<file path="config.mk">
export PLATFORM = sky130hd
export DESIGN_NAME = priority_thread_scheduler
export DESIGN_NICKNAME = d
export VERILOG_FILES = /design/src/hdl/pts_pkg.sv /design/src/hdl/pts_sequencer.sv /design/src/hdl/pts_datapath.sv /design/src/hdl/priority_thread_scheduler.sv
export SDC_FILE = /design/constraint.sdc
export NUM_CORES = 1
export LEC_CHECK = 0
export ABC_AREA = 1
export BUFFER_PORTS_ARGS = -buffer_cell sky130_fd_sc_hd__buf_2
export CAP_MARGIN = 40
export CORE_ASPECT_RATIO = 1.1
export CORE_MARGIN = 2
export CORE_UTILIZATION = 65
export DETAILED_ROUTE_END_ITERATION = 8
export GPL_TIMING_DRIVEN = 0
export PLACE_DENSITY = 0.83
export SETUP_SLACK_MARGIN = 0.1
export SYNTH_ARGS = -nofsm -noshare
export SYNTH_HDL_FRONTEND = slang
export SYNTH_SLANG_ARGS = --single-unit
</file>
<file path="constraint.sdc">
create_clock -name clock -period 12.8 [get_ports clock]
set_input_delay 1.28 -clock clock [delete_from_list [all_inputs] [get_ports clock]]
set_output_delay 1.28 -clock clock [all_outputs]
set_load 0.02 [all_outputs]
</file>
<file path="src/hdl/pts_pkg.sv">
// shared types, constants and microcode table of the priority thread scheduler
`default_nettype none

package pts_pkg;

   localparam int NSLOTS         = 8;
   localparam int IDX_W          = $clog2(NSLOTS);
   localparam int CNT_W          = $clog2(NSLOTS + 1);
   localparam int PRIO_W         = 8;
   localparam int BEST_W         = PRIO_W + 1;
   localparam int TICK_W         = 16;
   localparam int CMD_W          = 2;
   localparam int CUR_THREAD_W   = 3;
   localparam int THREAD_COUNT_W = 4;
   localparam int REQ_DATA_W     = 24;
   localparam int RSP_DATA_W     = 16;
   localparam int RSP_FIELDS_W   = THREAD_COUNT_W + CUR_THREAD_W + 3;
   localparam int UPC_W          = 3;

   localparam logic [PRIO_W-1:0] IDLE_PRIO   = PRIO_W'(255);
   localparam logic [TICK_W-1:0] SLICE_RESET = TICK_W'(10);
   localparam logic [BEST_W-1:0] BEST_INIT   = BEST_W'(256);

   typedef enum logic [1:0] {
      ST_BLOCKED,
      ST_READY,
      ST_RUNNING,
      ST_SLEEPING
   } entry_state_type;

   typedef enum logic [CMD_W-1:0] {
      CMD_CREATE,
      CMD_SCHEDULE,
      CMD_DELAY,
      CMD_TICK
   } command_type;

   typedef enum logic [2:0] {
      OP_CREATE,
      OP_DEMOTE,
      OP_SCAN,
      OP_PICK,
      OP_SLEEP,
      OP_WAKE,
      OP_SLICE
   } uop_type;

   typedef enum logic [1:0] {
      SEQ_NEXT,
      SEQ_LOOP,
      SEQ_END
   } seq_type;

   typedef struct packed {
      uop_type op;
      seq_type seq;
   } ucode_word_type;

   typedef struct packed {
      logic    start;
      logic    en;
      logic    last;
      uop_type op;
   } dp_ctrl_type;

   typedef struct packed {
      logic more;
   } dp_status_type;

   localparam logic [UPC_W-1:0] UPC_CREATE = UPC_W'(0);
   localparam logic [UPC_W-1:0] UPC_SCHED  = UPC_W'(1);
   localparam logic [UPC_W-1:0] UPC_SCAN   = UPC_W'(2);
   localparam logic [UPC_W-1:0] UPC_PICK   = UPC_W'(3);
   localparam logic [UPC_W-1:0] UPC_DELAY  = UPC_W'(4);
   localparam logic [UPC_W-1:0] UPC_TICK   = UPC_W'(5);
   localparam logic [UPC_W-1:0] UPC_SLICE  = UPC_W'(6);

   function automatic ucode_word_type ucode_rom(input logic [UPC_W-1:0] upc);
      ucode_word_type word;
      case (upc)
         UPC_CREATE: word = '{op: OP_CREATE, seq: SEQ_END};
         UPC_SCHED:  word = '{op: OP_DEMOTE, seq: SEQ_NEXT};
         UPC_SCAN:   word = '{op: OP_SCAN,   seq: SEQ_LOOP};
         UPC_PICK:   word = '{op: OP_PICK,   seq: SEQ_END};
         UPC_DELAY:  word = '{op: OP_SLEEP,  seq: SEQ_END};
         UPC_TICK:   word = '{op: OP_WAKE,   seq: SEQ_LOOP};
         UPC_SLICE:  word = '{op: OP_SLICE,  seq: SEQ_END};
         default:    word = '{op: OP_SLICE,  seq: SEQ_END};
      endcase
      return word;
   endfunction

   function automatic logic [UPC_W-1:0] dispatch(input command_type cmd);
      logic [UPC_W-1:0] upc;
      case (cmd)
         CMD_CREATE:   upc = UPC_CREATE;
         CMD_SCHEDULE: upc = UPC_SCHED;
         CMD_DELAY:    upc = UPC_DELAY;
         CMD_TICK:     upc = UPC_TICK;
         default:      upc = UPC_TICK;
      endcase
      return upc;
   endfunction

endpackage

`default_nettype wire

</file>
<file path="src/hdl/pts_sequencer.sv">
// microcode sequencer: step counter, control store, handshakes and result valid
`default_nettype none

module pts_sequencer import pts_pkg::*; (
   input  wire logic          clock,
   input  wire logic          reset,
   input  wire logic          req_tvalid,
   output logic               req_tready,
   input  wire command_type   req_command,
   output logic               rsp_tvalid,
   input  wire logic          rsp_tready,
   output logic               csr_ready,
   input  wire dp_status_type status,
   output dp_ctrl_type        ctrl
);

   logic             busy_ff, busy_in;
   logic [UPC_W-1:0] upc_ff, upc_in;
   logic             rsp_valid_ff, rsp_valid_in;
   ucode_word_type   word;
   logic             accept;
   logic             out_free;
   logic             step_en;

   always_ff @(posedge clock) begin
      if (reset) begin
         busy_ff      <= 1'b0;
         upc_ff       <= UPC_CREATE;
         rsp_valid_ff <= 1'b0;
      end else begin
         busy_ff      <= busy_in;
         upc_ff       <= upc_in;
         rsp_valid_ff <= rsp_valid_in;
      end
   end

   always_comb begin
      word     = ucode_rom(upc_ff);
      accept   = req_tvalid && !busy_ff;
      out_free = !rsp_valid_ff || rsp_tready;
      step_en  = busy_ff && ((word.seq != SEQ_END) || out_free);
      busy_in  = busy_ff;
      upc_in   = upc_ff;
      rsp_valid_in = rsp_valid_ff && !rsp_tready;
      if (accept) begin
         busy_in = 1'b1;
         upc_in  = dispatch(req_command);
      end else if (step_en) begin
         case (word.seq)
            SEQ_NEXT: upc_in = upc_ff + UPC_W'(1);
            SEQ_LOOP: begin
               if (!status.more) begin
                  upc_in = upc_ff + UPC_W'(1);
               end
            end
            SEQ_END: begin
               busy_in      = 1'b0;
               rsp_valid_in = 1'b1;
            end
            default: busy_in = 1'b0;
         endcase
      end
      ctrl.start = accept;
      ctrl.en    = step_en;
      ctrl.last  = step_en && (word.seq == SEQ_END);
      ctrl.op    = word.op;
   end

   assign req_tready = !busy_ff;
   assign csr_ready  = !busy_ff;
   assign rsp_tvalid = rsp_valid_ff;

endmodule

`default_nettype wire

</file>
<file path="src/hdl/pts_datapath.sv">
// thread table, scan registers, slice counter and result register
`default_nettype none

module pts_datapath import pts_pkg::*; (
   input  wire logic                  clock,
   input  wire logic                  reset,
   input  wire dp_ctrl_type           ctrl,
   output dp_status_type              status,
   input  wire logic [PRIO_W-1:0]     req_prio,
   input  wire logic [TICK_W-1:0]     req_dly,
   input  wire logic                  csr_we,
   input  wire logic [TICK_W-1:0]     csr_data,
   output logic [RSP_DATA_W-1:0]      rsp_data
);

   entry_state_type       state_ff [NSLOTS];
   logic [PRIO_W-1:0]     prio_ff  [NSLOTS];
   logic [TICK_W-1:0]     sleep_ff [NSLOTS];

   logic [TICK_W-1:0]     slice_ff, slice_in;
   logic [CNT_W-1:0]      used_ff, used_in;
   logic [IDX_W-1:0]      run_ff, run_in;
   logic                  run_valid_ff, run_valid_in;
   logic [TICK_W-1:0]     timeslice_ff;
   logic [IDX_W-1:0]      idx_ff, idx_in;
   logic [IDX_W-1:0]      pick_ff, pick_in;
   logic [BEST_W-1:0]     best_ff, best_in;
   logic [PRIO_W-1:0]     prio_arg_ff;
   logic [TICK_W-1:0]     dly_arg_ff;
   logic [RSP_DATA_W-1:0] rsp_data_ff;

   logic [IDX_W-1:0]      addr;
   entry_state_type       rd_state, wr_state;
   logic [PRIO_W-1:0]     rd_prio;
   logic [TICK_W-1:0]     rd_sleep, wr_sleep;
   logic                  wr_state_en, wr_prio_en, wr_sleep_en;
   logic                  more;
   logic                  accepted;
   logic                  sw;

   always_comb begin
      case (ctrl.op)
         OP_CREATE: addr = IDX_W'(used_ff);
         OP_SCAN,
         OP_WAKE:   addr = idx_ff;
         OP_PICK:   addr = pick_ff;
         default:   addr = run_ff;
      endcase
   end

   assign rd_state = state_ff[addr];
   assign rd_prio  = prio_ff[addr];
   assign rd_sleep = sleep_ff[addr];
   assign more     = (CNT_W'(idx_ff) + CNT_W'(1)) < used_ff;
   assign status.more = more;

   always_comb begin
      wr_state_en  = 1'b0;
      wr_prio_en   = 1'b0;
      wr_sleep_en  = 1'b0;
      wr_state     = rd_state;
      wr_sleep     = rd_sleep;
      used_in      = used_ff;
      run_in       = run_ff;
      run_valid_in = run_valid_ff;
      slice_in     = slice_ff;
      idx_in       = idx_ff;
      pick_in      = pick_ff;
      best_in      = best_ff;
      accepted     = 1'b1;
      sw           = 1'b0;
      if (ctrl.start) begin
         idx_in  = '0;
         pick_in = '0;
         best_in = BEST_INIT;
      end else if (ctrl.en) begin
         case (ctrl.op)
            OP_CREATE: begin
               if (used_ff >= CNT_W'(NSLOTS)) begin
                  accepted = 1'b0;
               end else begin
                  wr_state_en = 1'b1;
                  wr_prio_en  = 1'b1;
                  wr_sleep_en = 1'b1;
                  wr_state    = ST_READY;
                  wr_sleep    = '0;
                  used_in     = used_ff + CNT_W'(1);
               end
            end
            OP_DEMOTE: begin
               if (run_valid_ff && (rd_state == ST_RUNNING)) begin
                  wr_state_en = 1'b1;
                  wr_state    = ST_READY;
               end
            end
            OP_SCAN: begin
               if ((rd_state == ST_READY) && ({1'b0, rd_prio} < best_ff)) begin
                  best_in = {1'b0, rd_prio};
                  pick_in = idx_ff;
               end
               idx_in = more ? idx_ff + IDX_W'(1) : '0;
            end
            OP_PICK: begin
               wr_state_en  = 1'b1;
               wr_state     = ST_RUNNING;
               run_in       = pick_ff;
               run_valid_in = 1'b1;
               slice_in     = timeslice_ff;
            end
            OP_SLEEP: begin
               if (run_valid_ff) begin
                  wr_state_en = 1'b1;
                  wr_sleep_en = 1'b1;
                  wr_state    = ST_SLEEPING;
                  wr_sleep    = dly_arg_ff;
                  sw          = 1'b1;
               end
            end
            OP_WAKE: begin
               if (rd_state == ST_SLEEPING) begin
                  wr_sleep_en = 1'b1;
                  wr_sleep    = (rd_sleep != '0) ? rd_sleep - TICK_W'(1) : '0;
                  if (wr_sleep == '0) begin
                     wr_state_en = 1'b1;
                     wr_state    = ST_READY;
                  end
               end
               idx_in = more ? idx_ff + IDX_W'(1) : '0;
            end
            OP_SLICE: begin
               if (run_valid_ff) begin
                  slice_in = slice_ff - TICK_W'(1);
                  sw       = (slice_in == '0);
               end
            end
            default: accepted = 1'b1;
         endcase
      end
   end

   always_ff @(posedge clock) begin
      if (reset) begin
         for (int i = 0; i < NSLOTS; i++) begin
            state_ff[i] <= (i == 0) ? ST_READY : ST_BLOCKED;
            prio_ff[i]  <= (i == 0) ? IDLE_PRIO : '0;
            sleep_ff[i] <= '0;
         end
         slice_ff     <= '0;
         used_ff      <= CNT_W'(1);
         run_ff       <= '0;
         run_valid_ff <= 1'b0;
         timeslice_ff <= SLICE_RESET;
         idx_ff       <= '0;
         pick_ff      <= '0;
         best_ff      <= BEST_INIT;
      end else begin
         if (wr_state_en) begin
            state_ff[addr] <= wr_state;
         end
         if (wr_prio_en) begin
            prio_ff[addr] <= prio_arg_ff;
         end
         if (wr_sleep_en) begin
            sleep_ff[addr] <= wr_sleep;
         end
         if (csr_we) begin
            timeslice_ff <= csr_data;
         end
         slice_ff     <= slice_in;
         used_ff      <= used_in;
         run_ff       <= run_in;
         run_valid_ff <= run_valid_in;
         idx_ff       <= idx_in;
         pick_ff      <= pick_in;
         best_ff      <= best_in;
      end
   end

   always_ff @(posedge clock) begin
      if (ctrl.start) begin
         prio_arg_ff <= req_prio;
         dly_arg_ff  <= req_dly;
      end
      if (ctrl.last) begin
         rsp_data_ff <= {(RSP_DATA_W - RSP_FIELDS_W)'(0), THREAD_COUNT_W'(used_in), sw,
                         run_valid_in, CUR_THREAD_W'(run_in), accepted};
      end
   end

   assign rsp_data = rsp_data_ff;

endmodule

`default_nettype wire

</file>
<file path="src/hdl/priority_thread_scheduler.sv">
// top level of the priority thread scheduler
`default_nettype none

// Fixed-priority preemptive thread scheduler with an eight-entry thread table.
// Each request transfer carries one command and produces exactly one response
// transfer. A microcoded sequencer steps through the table one entry per
// cycle, so the number of entries in use (N, 1 to 8) sets the cost of tick
// and schedule, which scan the table; create and delay do not scan it. The
// result sits in an output register, so a new request is taken while a
// response still waits. The timeslice register is written through the csr
// channel while no command is in progress; it resets to 10 ticks.

module priority_thread_scheduler import pts_pkg::*; (
   input  wire logic                  clock,
   input  wire logic                  reset,
   input  wire logic                  req_tvalid,
   output logic                       req_tready,
   // new_priority [7:0], delay_ticks [23:8]
   input  wire logic [REQ_DATA_W-1:0] req_tdata,
   // command [1:0]
   input  wire logic [CMD_W-1:0]      req_tuser,
   output logic                       rsp_tvalid,
   input  wire logic                  rsp_tready,
   // accepted [0], current_thread [3:1], current_valid [4], switch_request [5],
   // thread_count [9:6]
   output logic [RSP_DATA_W-1:0]      rsp_tdata,
   input  wire logic                  csr_valid,
   output logic                       csr_ready,
   input  wire logic [TICK_W-1:0]     csr_data
);

   dp_ctrl_type   ctrl;
   dp_status_type status;

   pts_sequencer u_sequencer (
      .clock       (clock),
      .reset       (reset),
      .req_tvalid  (req_tvalid),
      .req_tready  (req_tready),
      .req_command (command_type'(req_tuser)),
      .rsp_tvalid  (rsp_tvalid),
      .rsp_tready  (rsp_tready),
      .csr_ready   (csr_ready),
      .status      (status),
      .ctrl        (ctrl)
   );

   pts_datapath u_datapath (
      .clock    (clock),
      .reset    (reset),
      .ctrl     (ctrl),
      .status   (status),
      .req_prio (req_tdata[PRIO_W-1:0]),
      .req_dly  (req_tdata[PRIO_W +: TICK_W]),
      .csr_we   (csr_valid && csr_ready),
      .csr_data (csr_data),
      .rsp_data (rsp_tdata)
   );

endmodule

`default_nettype wire

</file>
==> results.md <==
- Status: finished clean
- Met1 WL: 15000 µm
- TritonCTS clock tree: built
- FF-to-FF path depth: 25
- # clock sinks: 302
- H-tree depth: 1
- CP bufs+invs: 6
- CP required: 13.26 ns
- Core box area: 22800 µm²
- Crit path kind: flop to flop
- Initial DRT Pass Iterations: 6
- Final period util: 45.6%
- Worst reg2reg endpoint: u_datapath.pick_ff[1]
- Met2 wire len: 19200 µm
- Most common cell in the netlist: nand2_1
- Routed WL: 39800 µm
- Final hold violations: 0
- Max-Cap Viols: 0
- Worst Setup End Kind: flop
- Worst skew pair latency: 0.57 ns
- Slew HR: 31.5%
- ANT cells: 0
- Mean Syn Cell Area: 9.04 µm²
- Most used cell along the critical path: nand2_1
- EDFF count, synth: 242
- Max incr delay on CP: 0.57 ns
- Initial drt markers: 1326
- Crit. Startpoint: u_sequencer.upc_ff[0]
- Residual DRC count: 0
- Synth cell types: 51
- Initial antenna violation count: 0
- Multi-input logic area: 5530 µm²
- Post-CTS Setup Bufs: 0
- Setup TNS: 0 ns
- Width of the die: 149 µm
- CTS Buffer Depth: 3
- Power Total: 0.00294 W
- CTS clk-pin slew, worst paths: 0.06 ns
- Boundary Pins: 66
- Worst r2r src: u_sequencer.upc_ff[0]
- Critical path's top delay family: simple AND/OR/NAND/NOR gates
- Peak supply drop: 0.000133 V
- Wire per inst: 19.1 µm
- Register area: 8470 µm²
- RSZ-0062 raised after global routing: no
- Startpoint Class: flop
- Cts repair resizes: 0
- First-pass GRT wire length: 61700 µm
- PwrDens: 174 nW/µm²
- Worst hold path type: flop to flop
- Gr usage total: 33.1%
- Area Overhead vs Synth: 12.4%
- Cts bufs inserted: 30
- Antenna viol nets, final: 0
- Clk_skew: 0.0177 ns
- DIE AREA: 24300 µm²
- Pins Over Slew Limit: 0
- Slew @ Worst Pin: 1.03 ns
- Layout Nets: 1832
- Post-DP HPWL: 27700 µm
- Warnings from Yosys: 0
- Fin crit period: 5.84 ns
- Vias in the first global route: 11800
- Final setup fails: 0
- Synth Register Bits: 302
- Last element of the critical path: u_datapath.pick_ff[1]
- Flop2flop setup slack: 6.96 ns
- Main synth FF type: edfxtp_1
- Clk root buf: clkbuf_16
- Main area contributors after synthesis: edfxtp_1 (48%), nand2_1 (8.0%), dfxtp_1 (8.0%), nor2_1 (8.0%), inv_1 (4.2%)
- Achievable frequency: 171 MHz
- Die Ht: 163 µm
- Post-synthesis sequential area ratio: 56.4%
- CP max stage cell: nor2_1
- Stages on worst setup path: 25
- Fillers: 1638
- Initial Util: 65.9%
- Top layer in use: met4
- Fraction of layout cells with a size suffix above 1: 11.2%
- Hold buffers post-CTS: 0
- Post-synth top cells: nand2_1 (321), nor2_1 (319), edfxtp_1 (242)
- Global route overflow: 0
- Cell taking the most area after synthesis: edfxtp_1
- Worst path arrival time: 6.29 ns
- FP Rows: 58
- Mapped cell area: 15000 µm²
- Hold path cells: 2
- Ys async rst share: 0%
- Crit path max fanout: 10
- Routed length on met3: 3820 µm
- Syn Inst Count: 1661
- Pleak: 7.15 nW
- RD Place Congestion: 0.910
- Vias/cell: 6.00
- Top cell type's share of synthesized area: 48.4%
- Vias: 12500
- Largest net degree at the start of global routing: 21
- Port Buffers: 59
[worst min-delay path by stage]
stage	startpoint	endpoint
6_report	u_datapath.best_ff[2]	u_datapath.best_ff[2]
5_1_grt	u_datapath.slice_ff[15]	u_datapath.slice_ff[15]
4_1_cts	u_datapath.best_ff[2]	u_datapath.best_ff[2]
3_5_place_dp	u_datapath.best_ff[2]	u_datapath.best_ff[2]
3_3_place_gp	u_datapath.best_ff[2]	u_datapath.best_ff[2]
2_1_floorplan	u_datapath.timeslice_ff[15]	u_datapath.timeslice_ff[15]
[state kept, by name, summed over array words and instances (netlist names), 4 cells and up]
register,cells
u_datapath.timeslice_ff,16
u_datapath.prio_arg_ff,8
u_datapath.rsp_data,10
u_datapath.best_ff,9
u_datapath.used_ff,4
u_datapath.prio_ff,64
u_datapath.dly_arg_ff,16
u_datapath.sleep_ff,128
u_datapath.state_ff,16
u_datapath.slice_ff,16
[through the flow]
stage | hold WS [ns] | setup WS [ns] | instance area [µm²] | std cells | util (%)
6_report | 0.463 | 6.96 | 16900 | 2088 | 74.1
5_1_grt | 0.492 | 6.64 | 16900 | 2088 | 74.1
4_1_cts | 0.464 | 7.08 | 16900 | 2088 | 74.1
3_5_place_dp | 0.455 | 7.18 | 15800 | 2032 | 69.4
3_3_place_gp | 0.441 | 7.28 | 15700 | 2025 | 68.9
2_1_floorplan | 0.430 | 8.51 | 15000 | 1666 | -
[power by group]
| group | internal (W) | switching [W] | leakage, nW | total (W) |
|---|---|---|---|---|
| registers | 0.00111 | 0.0000168 | 2.93 | 0.00112 |
| clock network | 0.000542 | 0.000377 | 0.524 | 0.000919 |
| logic | 0.000237 | 0.000663 | 3.70 | 0.000900 |
[cell type report]
class / count / share of cell area, %
sequential: 302 / 50.2
multi-input combinational: 1116 / 32.8
clock buffer: 48 / 5.77
inverter: 180 / 4.02
timing repair buffer: 66 / 2.42
tap: 300 / 2.22
buffer: 68 / 2.14
clock inverter: 8 / 0.474
[worst reg2reg max path, cell delays in order, from the launching register on]
cell	delay (ns)
dfxtp_1	0.37
inv_1	0.11
ha_1	0.27
o21ai_1	0.36
nand3_2	0.19
nand2_2	0.18
nand3_1	0.11
nand2_1	0.18
inv_2	0.13
nor2_1	0.57
buf_2	0.41
nand2_1	0.09
inv_1	0.08
buf_2	0.31
a221oi_1	0.17
nand4_1	0.19
ha_1	0.28
nand2_1	0.10
nor2_1	0.06
a211oi_1	0.18
o31ai_1	0.12
nor4_1	0.44
nand2_1	0.26
clkbuf_1	0.28
o21ai_0	0.21
nor2_1	0.06
[routing by layer]
layer / track usage (%) / up-vias
met5: 0 / -
met4: 14.3 / 0
met2: 55.2 / 763
li1: - / 5784
met1: 43.7 / 5858
met3: 4.50 / 132
[placed cells by master (no fill, tap or decap), types with 10 or more instances in the layout]
cell         n
ha_1        21
inv_2       11
buf_2       87
dfxtp_1     60
xor2_1      12
nor3_1      10
nand3_1    108
a22oi_1     12
nand2_4     10
o21ai_1     15
o21ai_0     65
nand3b_1    53
nor2_1     318
inv_1      167
nand2_1    321
edfxtp_1   242
clkbuf_1    31
nand4_1     15
a221oi_1    21
a21oi_1     56
clkbuf_16   34
a22o_1      11
[cells by family (layout without fill, tap and decap cells)]
group | count (synthesis) | count (layout) | synth area share, %
simple gates | 862 | 862 | 25.3
flops | 302 | 302 | 56.4
buf+inv | 248 | 370 | 6.93
compound gates | 211 | 211 | 8.65
fa+ha+maj | 21 | 21 | 1.75
xor+xnor | 16 | 16 | 0.933
other cells | 1 | 6 | 0.0250
No activity file was read; power rests on OpenSTA's default activity.
